### config.mk
export PLATFORM = sky130hd
export DESIGN_NAME = extended_gcd_modular_inverse_unit
export DESIGN_NICKNAME = d
export VERILOG_FILES = /design/src/egcd_pkg.sv /design/src/egcd_divider.sv /design/src/extended_gcd_modular_inverse_unit.sv
export SDC_FILE = /design/constraint.sdc
export NUM_CORES = 1
export LEC_CHECK = 0
export BUFFER_PORTS_ARGS = -buffer_cell sky130_fd_sc_hd__clkbuf_2
export CAP_MARGIN = 20
export CORE_MARGIN = 2
export CORE_UTILIZATION = 30
export DETAILED_ROUTE_END_ITERATION = 7
export PLACE_DENSITY_LB_ADDON = 0.15
export SYNTH_ARGS = -nofsm -noshare
export SYNTH_HDL_FRONTEND = slang
export SYNTH_SLANG_ARGS = --single-unit
### constraint.sdc
create_clock -name clock -period 41.7 [get_ports clock]
set_clock_uncertainty 0.05 [all_clocks]
set_input_delay 4.17 -clock clock [delete_from_list [all_inputs] [get_ports clock]]
set_output_delay 4.17 -clock clock [all_outputs]
set_load 0.1 [all_outputs]
### src/egcd_pkg.sv
`default_nettype none
// ----------------------------------------------------------------------------
// egcd_pkg
// Shared types and constants for the extended gcd / modular inverse unit.
// ----------------------------------------------------------------------------
package egcd_pkg;

   localparam int OPERAND_WIDTH = 31;
   localparam int COEF_WIDTH    = OPERAND_WIDTH + 1;
   localparam int CNT_WIDTH     = $clog2(OPERAND_WIDTH + 1);

   typedef struct packed {
      logic [OPERAND_WIDTH-1:0] first_operand;
      logic [OPERAND_WIDTH-1:0] second_operand;
   } req_payload_type;

   typedef struct packed {
      logic [OPERAND_WIDTH-1:0]        divisor;
      logic signed [COEF_WIDTH-1:0]    coef_first;
      logic signed [COEF_WIDTH-1:0]    coef_second;
      logic [OPERAND_WIDTH-1:0]        inverse;
      logic                            has_inverse;
   } rsp_payload_type;

   typedef struct packed {
      logic start;
   } div_cmd_type;

   typedef struct packed {
      logic busy;
      logic done;
   } div_stat_type;

   typedef enum logic [2:0] {
      ST_IDLE,
      ST_CHECK,
      ST_DIV,
      ST_FIX,
      ST_MOD,
      ST_OUT
   } state_type;

endpackage

`default_nettype wire

### src/egcd_divider.sv
`default_nettype none
// ----------------------------------------------------------------------------
// egcd_divider
// Restoring radix-2 divider, one quotient bit per cycle. The quotient bits
// are folded into two shift-add accumulators so that q*ms and q*mt come out
// with the remainder, modulo 2^COEF_WIDTH.
// ----------------------------------------------------------------------------
module egcd_divider
   import egcd_pkg::*;
(
   input  wire                      clock,
   input  wire                      reset,
   input  div_cmd_type              div_cmd,
   input  wire  [COEF_WIDTH-1:0]    dividend,
   input  wire  [OPERAND_WIDTH-1:0] divisor,
   input  wire  [COEF_WIDTH-1:0]    mul_s,
   input  wire  [COEF_WIDTH-1:0]    mul_t,
   output div_stat_type             div_stat,
   output logic [OPERAND_WIDTH-1:0] remainder,
   output logic [COEF_WIDTH-1:0]    prod_s,
   output logic [COEF_WIDTH-1:0]    prod_t
);

   logic                     busy_ff, busy_in;
   logic                     done_ff, done_in;
   logic [CNT_WIDTH-1:0]     cnt_ff, cnt_in;
   logic [OPERAND_WIDTH-1:0] rem_ff, rem_in;
   logic [COEF_WIDTH-1:0]    dq_ff, dq_in;
   logic [OPERAND_WIDTH-1:0] dvs_ff, dvs_in;
   logic [COEF_WIDTH-1:0]    ms_ff, ms_in;
   logic [COEF_WIDTH-1:0]    mt_ff, mt_in;
   logic [COEF_WIDTH-1:0]    ps_ff, ps_in;
   logic [COEF_WIDTH-1:0]    pt_ff, pt_in;

   logic [COEF_WIDTH-1:0]    rem_shift;
   logic [COEF_WIDTH-1:0]    rem_sub;
   logic                     qbit;

   always_comb begin
      rem_shift = {rem_ff, dq_ff[COEF_WIDTH-1]};
      rem_sub   = rem_shift - {1'b0, dvs_ff};
      qbit      = (rem_shift >= {1'b0, dvs_ff});

      busy_in = busy_ff;
      done_in = 1'b0;
      cnt_in  = cnt_ff;
      rem_in  = rem_ff;
      dq_in   = dq_ff;
      dvs_in  = dvs_ff;
      ms_in   = ms_ff;
      mt_in   = mt_ff;
      ps_in   = ps_ff;
      pt_in   = pt_ff;

      if (div_cmd.start) begin
         busy_in = 1'b1;
         cnt_in  = '0;
         rem_in  = '0;
         dq_in   = dividend;
         dvs_in  = divisor;
         ms_in   = mul_s;
         mt_in   = mul_t;
         ps_in   = '0;
         pt_in   = '0;
      end else if (busy_ff) begin
         // remainder stays below the divisor, so the top bit drops out
         rem_in = qbit ? rem_sub[OPERAND_WIDTH-1:0] : rem_shift[OPERAND_WIDTH-1:0];
         dq_in  = {dq_ff[COEF_WIDTH-2:0], 1'b0};
         ps_in  = {ps_ff[COEF_WIDTH-2:0], 1'b0} + (qbit ? ms_ff : '0);
         pt_in  = {pt_ff[COEF_WIDTH-2:0], 1'b0} + (qbit ? mt_ff : '0);
         cnt_in = cnt_ff + 1'b1;
         if (cnt_ff == CNT_WIDTH'(COEF_WIDTH - 1)) begin
            busy_in = 1'b0;
            done_in = 1'b1;
         end
      end
   end

   always_ff @(posedge clock) begin
      if (reset) begin
         busy_ff <= 1'b0;
         done_ff <= 1'b0;
         cnt_ff  <= '0;
      end else begin
         busy_ff <= busy_in;
         done_ff <= done_in;
         cnt_ff  <= cnt_in;
      end
   end

   always_ff @(posedge clock) begin
      rem_ff <= rem_in;
      dq_ff  <= dq_in;
      dvs_ff <= dvs_in;
      ms_ff  <= ms_in;
      mt_ff  <= mt_in;
      ps_ff  <= ps_in;
      pt_ff  <= pt_in;
   end

   assign div_stat.busy = busy_ff;
   assign div_stat.done = done_ff;
   assign remainder     = rem_ff;
   assign prod_s        = ps_ff;
   assign prod_t        = pt_ff;

endmodule

`default_nettype wire

### src/extended_gcd_modular_inverse_unit.sv
`default_nettype none
// ----------------------------------------------------------------------------
// extended_gcd_modular_inverse_unit
// Extended Euclid: gcd, Bezout coefficients and inverse of the second
// operand modulo the first, on one shared serial divider.
//
//   channel  direction  ports                            transaction
//   req      in         req_valid/req_ready/req_payload  operands a, b
//   rsp      out        rsp_valid/rsp_ready/rsp_payload  gcd, s, t, inverse
//
// Each Euclid step is a check and a serial division, one quotient bit per
// cycle, whose result updates remainders and coefficients. A final division
// reduces t modulo the first operand only when an inverse exists; at most 46
// Euclid steps are taken for 31-bit operands.
// req_ready is high only in idle; a new transaction can be taken while the
// previous result still waits on rsp. Reset is synchronous; a result held by
// rsp_ready low stalls the unit before it writes the next result.
// ----------------------------------------------------------------------------
module extended_gcd_modular_inverse_unit
   import egcd_pkg::*;
(
   input  wire             clock,
   input  wire             reset,
   input  wire             req_valid,
   output logic            req_ready,
   input  req_payload_type req_payload,
   output logic            rsp_valid,
   input  wire             rsp_ready,
   output rsp_payload_type rsp_payload
);

   state_type state_ff, state_in;

   logic [OPERAND_WIDTH-1:0] a_ff, a_in;
   logic [OPERAND_WIDTH-1:0] r1_ff, r1_in;
   logic [OPERAND_WIDTH-1:0] r2_ff, r2_in;
   logic [COEF_WIDTH-1:0]    s1_ff, s1_in;
   logic [COEF_WIDTH-1:0]    s2_ff, s2_in;
   logic [COEF_WIDTH-1:0]    t1_ff, t1_in;
   logic [COEF_WIDTH-1:0]    t2_ff, t2_in;
   logic                     ok_ff, ok_in;
   logic                     neg_ff, neg_in;
   logic [OPERAND_WIDTH-1:0] inv_ff, inv_in;

   logic                     rsp_valid_ff, rsp_valid_in;
   rsp_payload_type          rsp_payload_ff, rsp_payload_in;

   div_cmd_type              div_cmd;
   div_stat_type             div_stat;
   logic [COEF_WIDTH-1:0]    div_dividend;
   logic [OPERAND_WIDTH-1:0] div_divisor;
   logic [OPERAND_WIDTH-1:0] div_rem;
   logic [COEF_WIDTH-1:0]    div_prod_s;
   logic [COEF_WIDTH-1:0]    div_prod_t;

   logic                     out_free;
   logic [COEF_WIDTH-1:0]    t1_mag;

   egcd_divider u_div (
      .clock     (clock),
      .reset     (reset),
      .div_cmd   (div_cmd),
      .dividend  (div_dividend),
      .divisor   (div_divisor),
      .mul_s     (s2_ff),
      .mul_t     (t2_ff),
      .div_stat  (div_stat),
      .remainder (div_rem),
      .prod_s    (div_prod_s),
      .prod_t    (div_prod_t)
   );

   assign out_free = !rsp_valid_ff || rsp_ready;
   assign t1_mag   = '0 - t1_ff;

   // next state
   always_comb begin
      state_in = state_ff;
      case (state_ff)
         ST_IDLE:  if (req_valid) state_in = ST_CHECK;
         ST_CHECK: state_in = (r2_ff == '0) ? ST_FIX : ST_DIV;
         ST_DIV:   if (div_stat.done) state_in = ST_CHECK;
         ST_FIX:   state_in = (r1_ff == OPERAND_WIDTH'(1) && a_ff != '0) ? ST_MOD : ST_OUT;
         ST_MOD:   if (div_stat.done) state_in = ST_OUT;
         ST_OUT:   if (out_free) state_in = ST_IDLE;
         default:  state_in = ST_IDLE;
      endcase
   end

   // outputs and datapath
   always_comb begin
      req_ready     = 1'b0;
      div_cmd.start = 1'b0;
      div_dividend  = {1'b0, r1_ff};
      div_divisor   = r2_ff;

      a_in   = a_ff;
      r1_in  = r1_ff;
      r2_in  = r2_ff;
      s1_in  = s1_ff;
      s2_in  = s2_ff;
      t1_in  = t1_ff;
      t2_in  = t2_ff;
      ok_in  = ok_ff;
      neg_in = neg_ff;
      inv_in = inv_ff;

      rsp_valid_in   = rsp_valid_ff && !rsp_ready;
      rsp_payload_in = rsp_payload_ff;

      case (state_ff)
         ST_IDLE: begin
            req_ready = 1'b1;
            a_in  = req_payload.first_operand;
            r1_in = req_payload.first_operand;
            r2_in = req_payload.second_operand;
            s1_in = COEF_WIDTH'(1);
            s2_in = '0;
            t1_in = '0;
            t2_in = COEF_WIDTH'(1);
         end
         ST_CHECK: begin
            div_cmd.start = (r2_ff != '0);
         end
         ST_DIV: begin
            if (div_stat.done) begin
               r1_in = r2_ff;
               r2_in = div_rem;
               s1_in = s2_ff;
               s2_in = s1_ff - div_prod_s;
               t1_in = t2_ff;
               t2_in = t1_ff - div_prod_t;
            end
         end
         ST_FIX: begin
            ok_in  = (r1_ff == OPERAND_WIDTH'(1)) && (a_ff != '0);
            neg_in = t1_ff[COEF_WIDTH-1];
            inv_in = '0;
            div_dividend  = t1_ff[COEF_WIDTH-1] ? t1_mag : t1_ff;
            div_divisor   = a_ff;
            div_cmd.start = ok_in;
         end
         ST_MOD: begin
            if (div_stat.done) begin
               if (neg_ff && div_rem != '0) inv_in = a_ff - div_rem;
               else                         inv_in = div_rem;
            end
         end
         ST_OUT: begin
            if (out_free) begin
               rsp_valid_in               = 1'b1;
               rsp_payload_in.divisor     = r1_ff;
               rsp_payload_in.coef_first  = s1_ff;
               rsp_payload_in.coef_second = t1_ff;
               rsp_payload_in.inverse     = ok_ff ? inv_ff : '0;
               rsp_payload_in.has_inverse = ok_ff;
            end
         end
         default: begin
            req_ready = 1'b0;
         end
      endcase
   end

   always_ff @(posedge clock) begin
      if (reset) begin
         state_ff     <= ST_IDLE;
         rsp_valid_ff <= 1'b0;
      end else begin
         state_ff     <= state_in;
         rsp_valid_ff <= rsp_valid_in;
      end
   end

   always_ff @(posedge clock) begin
      a_ff           <= a_in;
      r1_ff          <= r1_in;
      r2_ff          <= r2_in;
      s1_ff          <= s1_in;
      s2_ff          <= s2_in;
      t1_ff          <= t1_in;
      t2_ff          <= t2_in;
      ok_ff          <= ok_in;
      neg_ff         <= neg_in;
      inv_ff         <= inv_in;
      rsp_payload_ff <= rsp_payload_in;
   end

   assign rsp_valid   = rsp_valid_ff;
   assign rsp_payload = rsp_payload_ff;

   // divider is never restarted mid-division
   a_start_idle: assert property (@(posedge clock) disable iff (reset)
      div_cmd.start |-> !div_stat.busy)
      else $error("divider started while busy");

   // a division finishes only in a state that consumes it
   a_done_state: assert property (@(posedge clock) disable iff (reset)
      div_stat.done |-> (state_ff == ST_DIV || state_ff == ST_MOD))
      else $error("divider result in unexpected state");

   // no new transaction taken while the divider is working
   a_ready_quiet: assert property (@(posedge clock) disable iff (reset)
      req_ready |-> !div_stat.busy)
      else $error("request accepted during division");

   // a result without inverse carries a zero inverse field
   a_inv_zero: assert property (@(posedge clock) disable iff (reset)
      (rsp_valid && !rsp_payload.has_inverse) |-> (rsp_payload.inverse == '0))
      else $error("inverse field nonzero without inverse");

endmodule

`default_nettype wire
==> results of run 1 <==
[metal layers]
metal,GRT usage,vias up,routed length (µm)
met1,0.241,11400,47200
met2,0.279,416,45300
met4,0.0394,0,1700
li1,-,11700,-
met5,0,-,0
met3,0.0230,102,3700
[worst max-delay path, stage by stage, from the launching register on]
cell	delay, ps
dfxtp_1	470
nor3_2	210
buf_4	490
clkbuf_2	560
[synth_stat cells (10+ instances only)]
master	n	area, µm²
o21ai_0	180	901
o31ai_1	23	173
and2_1	167	1040
xnor2_1	87	762
nand2b_1	22	138
edfxtp_1	508	15300
ha_1	186	2330
nor4_1	39	244
nand3_1	38	190
dfxtp_1	106	2120
a31oi_1	21	131
nor2_1	284	1070
or4_1	10	75.1
a211oi_1	35	263
inv_1	169	634
nor3_1	37	185
a21o_1	97	728
and3_1	22	138
a21oi_1	212	1060
xor2_1	93	815
o21a_1	22	165
clkbuf_1	109	409
mux2i_1	60	601
o21bai_1	25	188
o21ai_1	16	80.1
nor2b_1	31	194
nand4_1	26	163
or3_1	10	62.6
nand2_1	361	1360
[worst min-delay path by stage]
stage                            to  slack [ps]
detailed placement   u_div.mt_ff[5]         370
finish              u_div.mt_ff[24]         390
floorplan            u_div.ms_ff[0]         370
global placement     u_div.mt_ff[8]         370
CTS                  u_div.mt_ff[5]         390
global route         u_div.mt_ff[5]         390
[area by class of cell]
| cell class | instances | share of cell area |
|---|---|---|
| tap | 1414 | 0.0469 |
| antenna | 1 | 0.0000663 |
| multi-input combinational | 2251 | 0.383 |
| clock inverter | 40 | 0.00852 |
| timing repair buffer | 220 | 0.0312 |
| sequential | 614 | 0.461 |
| clock buffer | 90 | 0.0523 |
| inverter | 171 | 0.0171 |
[sequential cells by signal (all words and copies together) (netlist names), 32 cells and up]
register      count
u_div.prod_t     32
s2_ff            32
s1_ff            32
u_div.ms_ff      32
u_div.dq_ff      32
u_div.mt_ff      32
t2_ff            32
u_div.prod_s     32
rsp_payload     127
t1_ff            32
[power by group through the flow]
stage | sequential [W] | clock (W) | combinational, W
global placement | 0.00116 | 0 | 0.00146
CTS | 0.00114 | 0.000647 | 0.00147
floorplan | 0.00108 | 0 | 0.00111
detailed placement | 0.00115 | 0 | 0.00146
global route | 0.00116 | 0.000672 | 0.00164
finish | 0.00114 | 0.000628 | 0.00146
[through the flow]
stage / cell area [µm²] / util / power [W] / setup slack (ps)
2_1_floorplan: 32900 / - / 0.00219 / 27220
3_3_place_gp: 35400 / 0.326 / 0.00262 / 34950
3_5_place_dp: 35400 / 0.326 / 0.00261 / 34940
4_1_cts: 37700 / 0.347 / 0.00326 / 35040
5_1_grt: 37700 / 0.347 / 0.00347 / 34980
6_report: 37700 / 0.347 / 0.00323 / 35080
[kinds of logic (layout without fill, tap and decap cells)]
logic type                 Yosys count  count (layout)  synth area share
xor gates and xnor gates           180             180            0.0479
and+or+nand+nor                   1079            1079             0.155
muxes                               61              61            0.0186
buffers and inverters              294             521            0.0337
DFF                                614             614             0.528
AOI/OAI and AO/OA                  739             739             0.142
adders and majority gates          192             192            0.0744
other                                0               1                 0
==> impl_metrics.json, run 1 <==
{
  "status": "completed",
  "antenna_found_initial": 0,
  "ant_nets": 0,
  "mostFrequentLayoutCells": "508 x edfxtp_1, 360 x nand2_1, 284 x nor2_1",
  "wirelength_um": 97900,
  "cts-root-buf": "clkbuf_16",
  "dieArea_um2": 112000,
  "initial_utilization": 0.302,
  "synth_ff_type": "edfxtp_1",
  "layoutNonFillerInstCount": 4801,
  "firstDrtPassIters": 5,
  "path_clk_slew_ps": 60,
  "async_flop_share": 0,
  "die_x_um": 335,
  "clock_latency_ps": 630,
  "num_vias": 23700,
  "drive_gt1_frac": 0.108,
  "critPathCapture": "req_ready",
  "n_fill_cell": 11000,
  "final_common_cell": "edfxtp_1",
  "drtIter0Drc": 1809,
  "cp_data_required_time_ps": 37480,
  "post_cts_resized": 0,
  "grt_usage": 0.171,
  "yosysUniqueCellTypes": 80,
  "syn_nets": 3417,
  "cts_num_sinks": 614,
  "routedWlPerCell_um": 20.4,
  "clk_path_buf_depth": 3,
  "p_comb_frac": 0.452,
  "io_pins": 195,
  "start_kind": "register",
  "place_congestion": 0.873,
  "rr_worst_depth": 20,
  "placed_cells": 4670,
  "tritoncts": "done",
  "crit_fanout": 32,
  "rsz0062_at_grt": "false",
  "synth_edf_count": 508,
  "swShare": 0.425,
  "leakagePower_nw": 15.2,
  "min_from": "t2_ff[24]",
  "slew_headroom": 0.316,
  "place_hpwl_um": 69300,
  "yosysWarnings": 0,
  "grt_pass1_vias": 23100,
  "p_per_area_nw_per_um2": 85.5,
  "multi_input_area_um2": 14500,
  "crit_path_start": "state_ff[0]",
  "cts_hold_buf": 0,
  "overflow": 0,
  "max_freq_ghz": 0.151,
  "r2r_slack_ps": 35520,
  "rows": 121,
  "hp-class": "reg -> reg",
  "htreeDepth": 3,
  "p_int_w": 0.00185,
  "netlist_instances": 3159,
  "grt_pass1_wl_um": 147000,
  "worstPathArrival_ps": 2400,
  "max_cap_viol_count": 0,
  "die_h_um": 335,
  "post-route-period-util": 0.159,
  "netSwitchingPower_w": 0.00137,
  "grt_max_degree": 135,
  "pwr-share-clk": 0.195,
  "ir_drop_mv": 0.0494,
  "post_cts_buffers": 0,
  "finalMaxSlewViolations": 0,
  "worst_slew_pin_slew_ps": 1030,
  "drc": 0,
  "cts_buffers": 73,
  "whs_path_depth": 0,
  "avgSynthCellArea_um2": 10.4,
  "seqCellArea_um2": 17400,
  "netlist_area_um2": 32900,
  "syn2layout_area_growth_pct": 14.7,
  "io_buffer_count": 194,
  "finalSetupViolCount": 0,
  "power_frac_seq": 0.353,
  "avgViaCountPerCell": 4.93,
  "nets": 3589,
  "core_um2": 109000,
  "finalSetupTns_ps": 0,
  "final_hold_viol_count": 0,
  "r2r_end": "u_div.prod_s[29]",
  "ys_seq_area_frac": 0.528,
  "r2r-start": "u_div.remainder[1]",
  "critPathKind": "reg -> out",
  "critPathCaptureType": "output port",
  "ys_ff_latch": 614,
  "hold_ws_ps": 385,
  "layout_min_cycle_time_ps": 6620
}
Note: power is estimated with default switching activity, not from simulation.
==> run 2: changes to the inputs <==
Clock period 41.7 ns to 6.6 ns, I/O delays scaled along.
==> run 2 against run 1 <==
Compared with the run above: final cell count up 0.15%; cell area up 0.73%; power rose to 6.4 times the previous value; clock power rose to 6.9 times the previous value; count of clock-buffer cells in the layout up 12; die area unchanged; combinational power rose to 6.3 times the previous value; sequential power rose to 6.3 times the previous value; global-route usage up 0.087 points.
==> impl_metrics.json, run 2 (synthesis gave the netlist of run 1 again) <==
{
  "status": "completed",
  "overflow": 0,
  "r2r-start": "u_div.remainder[1]",
  "crit_fanout": 38,
  "drtIter0Drc": 1709,
  "rr_worst_depth": 20,
  "htreeDepth": 3,
  "clk_path_buf_depth": 3,
  "path_clk_slew_ps": 70,
  "whs_path_depth": 1,
  "grt_max_degree": 155,
  "post_cts_resized": 0,
  "ant_nets": 0,
  "ir_drop_mv": 0.225,
  "die_x_um": 335,
  "hp-class": "in -> reg",
  "cp_data_required_time_ps": 7030,
  "mostFrequentLayoutCells": "508 x edfxtp_1, 360 x nand2_1, 284 x nor2_1",
  "cts_hold_buf": 0,
  "max_freq_ghz": 0.172,
  "holdPathEnd": "a_ff[27]",
  "rows": 121,
  "avgViaCountPerCell": 4.95,
  "drc": 0,
  "final_hold_viol_count": 0,
  "finalMaxSlewViolations": 0,
  "start_kind": "register",
  "grt_pass1_vias": 23300,
  "rsz0062_at_grt": "false",
  "max_cap_viol_count": 0,
  "num_vias": 23800,
  "wl_met1_um": 46800,
  "cts_num_sinks": 614,
  "slew_headroom": 0.303,
  "grt_pass1_wl_um": 148000,
  "min_from": "req_payload[58]",
  "dr_wl_met3_um": 3620,
  "die_h_um": 335,
  "firstDrtPassIters": 5,
  "diodes": 0,
  "io_buffer_count": 194,
  "tritoncts": "done",
  "largest_register_ffs": 127,
  "r2r_end": "u_div.prod_s[29]",
  "layout_min_cycle_time_ps": 5820,
  "worst_slew_pin_slew_ps": 1050,
  "top_layer_used": "met4",
  "critPathCaptureType": "register",
  "dieArea_um2": 112000,
  "finalSetupViolCount": 0,
  "grt_usage": 0.172,
  "place_congestion": 0.865,
  "cts_buffers": 75,
  "leakagePower_nw": 15.3,
  "placed_cells": 4672,
  "n_fill_cell": 11000,
  "wl_met2_um": 45400,
  "drive_gt1_frac": 0.109,
  "nets": 3593,
  "worstPathArrival_ps": 6250,
  "critPathKind": "reg -> reg",
  "multi_input_area_um2": 14500,
  "wirelength_um": 98200,
  "post-route-period-util": 0.882,
  "finalSetupTns_ps": 0,
  "final_common_cell": "edfxtp_1",
  "seqCellArea_um2": 17400,
  "core_um2": 109000,
  "initial_utilization": 0.302,
  "antenna_found_initial": 1,
  "p_per_area_nw_per_um2": 546,
  "cts-root-buf": "clkbuf_16",
  "r2r_slack_ps": 780,
  "routedWlPerCell_um": 20.4,
  "clock_latency_ps": 640,
  "layoutNonFillerInstCount": 4808,
  "syn2layout_area_growth_pct": 15.5,
  "post_cts_buffers": 0,
  "place_hpwl_um": 70200,
  "io_pins": 195
}
==> run 2: cell type report <==
cell class / instances / area share
clock buffer: 102 / 0.0545
timing repair buffer: 222 / 0.0317
tap: 1414 / 0.0465
sequential: 614 / 0.457
multi-input combinational: 2251 / 0.381
inverter: 171 / 0.0170
clock inverter: 34 / 0.0123
==> run 2: per-layer routing <==
| layer | track usage | vias to the layer above |
|---|---|---|
| met1 | 0.240 | 11500 |
| li1 | - | 11700 |
| met5 | 0 | - |
| met2 | 0.278 | 467 |
| met3 | 0.0225 | 111 |
| met4 | 0.0526 | 0 |
==> run 2: how the worst max path moves through the flow <==
stage | cells after the start | from | endpoint | slack, ps
finish | 20 | u_div.remainder[1] | u_div.prod_s[29] | 780
global route | 20 | u_div.remainder[0] | u_div.prod_t[31] | 180
CTS | 20 | u_div.remainder[1] | u_div.prod_t[31] | 670
detailed placement | 20 | u_div.remainder[1] | u_div.prod_s[29] | 690
global placement | 20 | u_div.remainder[1] | u_div.prod_t[31] | 810
floorplan | 4 | state_ff[1] | r1_ff[0] | 1000
==> run 2: per-stage QoR <==
stage | area, µm² | hold slack, ps | utilization | worst slack [ps] | power (W)
after detailed placement | 35500 | 374 | 0.326 | 687 | 0.0165
after floorplan | 32900 | 367 | - | 1000 | 0.0137
after CTS | 38000 | 123 | 0.349 | 669 | 0.0210
after global placement | 35500 | 370 | 0.326 | 810 | 0.0166
after global routing | 38000 | 150 | 0.349 | 181 | 0.0223
final | 38000 | 170 | 0.349 | 776 | 0.0208
==> run 2: worst max-delay path, cell delays in order, from the launching register on <==
cell and delay [ps]:
dfxtp_1 480, ha_1 340, nor2b_1 160, o31ai_1 360, a21oi_1 180, o21ai_0 310
a21oi_1 250, o21a_4 400, and2_1 230, ha_1 220, fa_1 440, a21o_1 190
a21oi_1 270, o21ai_1 130, a41oi_1 380, o21ai_1 180, a31o_2 320, a41o_1 280
a31oi_1 210, or4_1 130, o311ai_0 130
==> run 2: report_power, final <==
group | internal [W] | switching (W) | leakage [nW] | total (W)
Sequential | 0.00589 | 0.00130 | 5.84 | 0.00719
Combinational | 0.00356 | 0.00568 | 8.24 | 0.00923
Clock | 0.00263 | 0.00171 | 1.23 | 0.00434
==> run 3: changes to the inputs <==
Settings changed: SYNTH_HIERARCHICAL set to 1.
==> run 3 against run 2 <==
Compared with the run above: global-route usage is 0.57 points higher; largest cell class unchanged; die area is 1.9% higher; largest power group unchanged; cell area is 2.0% higher; power is 7.5% higher; worst setup slack better by 180 ps.
==> impl_metrics.json, run 3 <==
{
  "cts_buffers": 77,
  "syn_nets": 3485,
  "cpMostUsedCell": "o21ai_0",
  "grt_pass1_wl_um": 156000,
  "ir_drop_mv": 0.493,
  "largest_register_ffs": 127,
  "p_int_w": 0.0126,
  "post-route-period-util": 0.855,
  "cpPeakStageDelay_ps": 430,
  "crit_chain": "ha_1, a21oi_1, o21ai_0, a221oi_1, o21ai_0, a21oi_1, o221a_2, nand2_4, and2_1, ha_1, fa_1, a21o_1, a21oi_1, o21ai_0, a211oi_2, o21ai_1, a31oi_1, o21ai_1, a31oi_1, xnor2_1, o21ai_0",
  "dpl_worst_slack_ps": 996,
  "wl_met2_um": 46500,
  "drc": 0,
  "die_h_um": 338,
  "grt_usage": 0.178,
  "p_per_area_nw_per_um2": 576,
  "final_common_cell": "edfxtp_1",
  "rr_worst_depth": 21,
  "post_cts_resized": 0,
  "grt_max_degree": 161,
  "place_hpwl_um": 74200,
  "crit_fanout": 22,
  "htreeDepth": 3,
  "firstDrtPassIters": 6,
  "num_vias": 24600,
  "finalSetupViolCount": 0,
  "yosysWarnings": 6,
  "clk_path_buf_depth": 3,
  "critPathCaptureType": "register",
  "top_layer_used": "met5",
  "io_buffer_count": 194,
  "clock_latency_ps": 670,
  "cp_data_required_time_ps": 7070,
  "core_um2": 111000,
  "worst_slew_pin_slew_ps": 1000,
  "pwr-share-clk": 0.194,
  "grt_pass1_vias": 24700,
  "wirelength_um": 104000,
  "crit_family": "compound AO/OA/AOI/OAI gates",
  "placed_cells": 4815,
  "status": "completed",
  "power_frac_seq": 0.336,
  "place_congestion": 0.887,
  "cts_num_sinks": 614,
  "mostFrequentLayoutCells": "508 x edfxtp_1, 432 x nand2_1, 211 x o21ai_0",
  "dr_wl_met3_um": 4520,
  "slew_headroom": 0.332,
  "wl_met1_um": 49100,
  "hold_ws_ps": 135,
  "path_buf_inv": 0,
  "finalSetupTns_ps": 0,
  "avgSynthCellArea_um2": 10.4,
  "post_cts_buffers": 0,
  "drtIter0Drc": 1656,
  "syn2layout_area_growth_pct": 15.6,
  "cts_hold_buf": 0,
  "max_freq_ghz": 0.177,
  "rows": 122,
  "initial_utilization": 0.303,
  "fin_ws_ps": 960,
  "worstPathArrival_ps": 6110,
  "ant_nets": 0,
  "drive_gt1_frac": 0.120,
  "netlist_area_um2": 33500,
  "tritoncts": "done",
  "overflow": 0,
  "cp_num_cells": 21,
  "netlist_instances": 3227,
  "leakagePower_nw": 15.4,
  "cp_slowest_cell": "dfxtp_1",
  "critPathKind": "reg -> reg",
  "start_kind": "register",
  "hp-class": "in -> reg",
  "routedWlPerCell_um": 20.9,
  "finalMaxSlewViolations": 0,
  "io_pins": 195,
  "avgViaCountPerCell": 4.96,
  "netSwitchingPower_w": 0.00972,
  "antenna_found_initial": 2,
  "die_x_um": 338,
  "swShare": 0.435,
  "whs_path_depth": 1,
  "path_clk_slew_ps": 60,
  "max_cap_viol_count": 0,
  "final_hold_viol_count": 0,
  "nets": 3664,
  "rsz0062_at_grt": "false",
  "dieArea_um2": 114000,
  "layoutNonFillerInstCount": 4959,
  "layout_min_cycle_time_ps": 5640,
  "p_comb_frac": 0.470,
  "cts-root-buf": "clkbuf_16"
}
run 3: cell type report:
class	instances	area (µm²)
multi-input combinational	2310	15100
sequential	614	17400
clock inverter	35	417
antenna	2	5.00
fill	11400	72100
tap	1488	1860
timing repair buffer	226	1250
inverter	177	664
clock buffer	107	2130
run 3: per-stage QoR:
stage | util | instance area (µm²) | power [W]
after detailed placement | 0.327 | 36200 | 0.0180
after global placement | 0.327 | 36200 | 0.0181
final | 0.350 | 38800 | 0.0223
after CTS | 0.350 | 38800 | 0.0225
after floorplan | - | 33500 | 0.0147
after global routing | 0.350 | 38800 | 0.0240
run 3: routing by layer:
layer | global-route usage | up-vias
li1 | - | 12100
met4 | 0.0630 | 2
met5 | 0 | -
met1 | 0.245 | 11800
met3 | 0.0270 | 143
met2 | 0.284 | 555
run 3: power groups by stage:
stage | combinational [W] | sequential, W | clock [W]
2_1_floorplan | 0.00765 | 0.00708 | 0
3_3_place_gp | 0.0105 | 0.00759 | 0
3_5_place_dp | 0.0105 | 0.00757 | 0
4_1_cts | 0.0105 | 0.00753 | 0.00447
5_1_grt | 0.0117 | 0.00767 | 0.00459
6_report | 0.0105 | 0.00749 | 0.00432
run 3: final timing paths:
path | from | to | slack [ps]
worst max-delay path | u_div/remainder[18] | u_div/prod_t[31] | 960
worst min-delay path | req_payload[34] | a_ff[3] | 130
worst max register to register | u_div/remainder[18] | u_div/prod_t[31] | 960
worst min register to register | t2_ff[7] | u_div/mt_ff[7] | 390
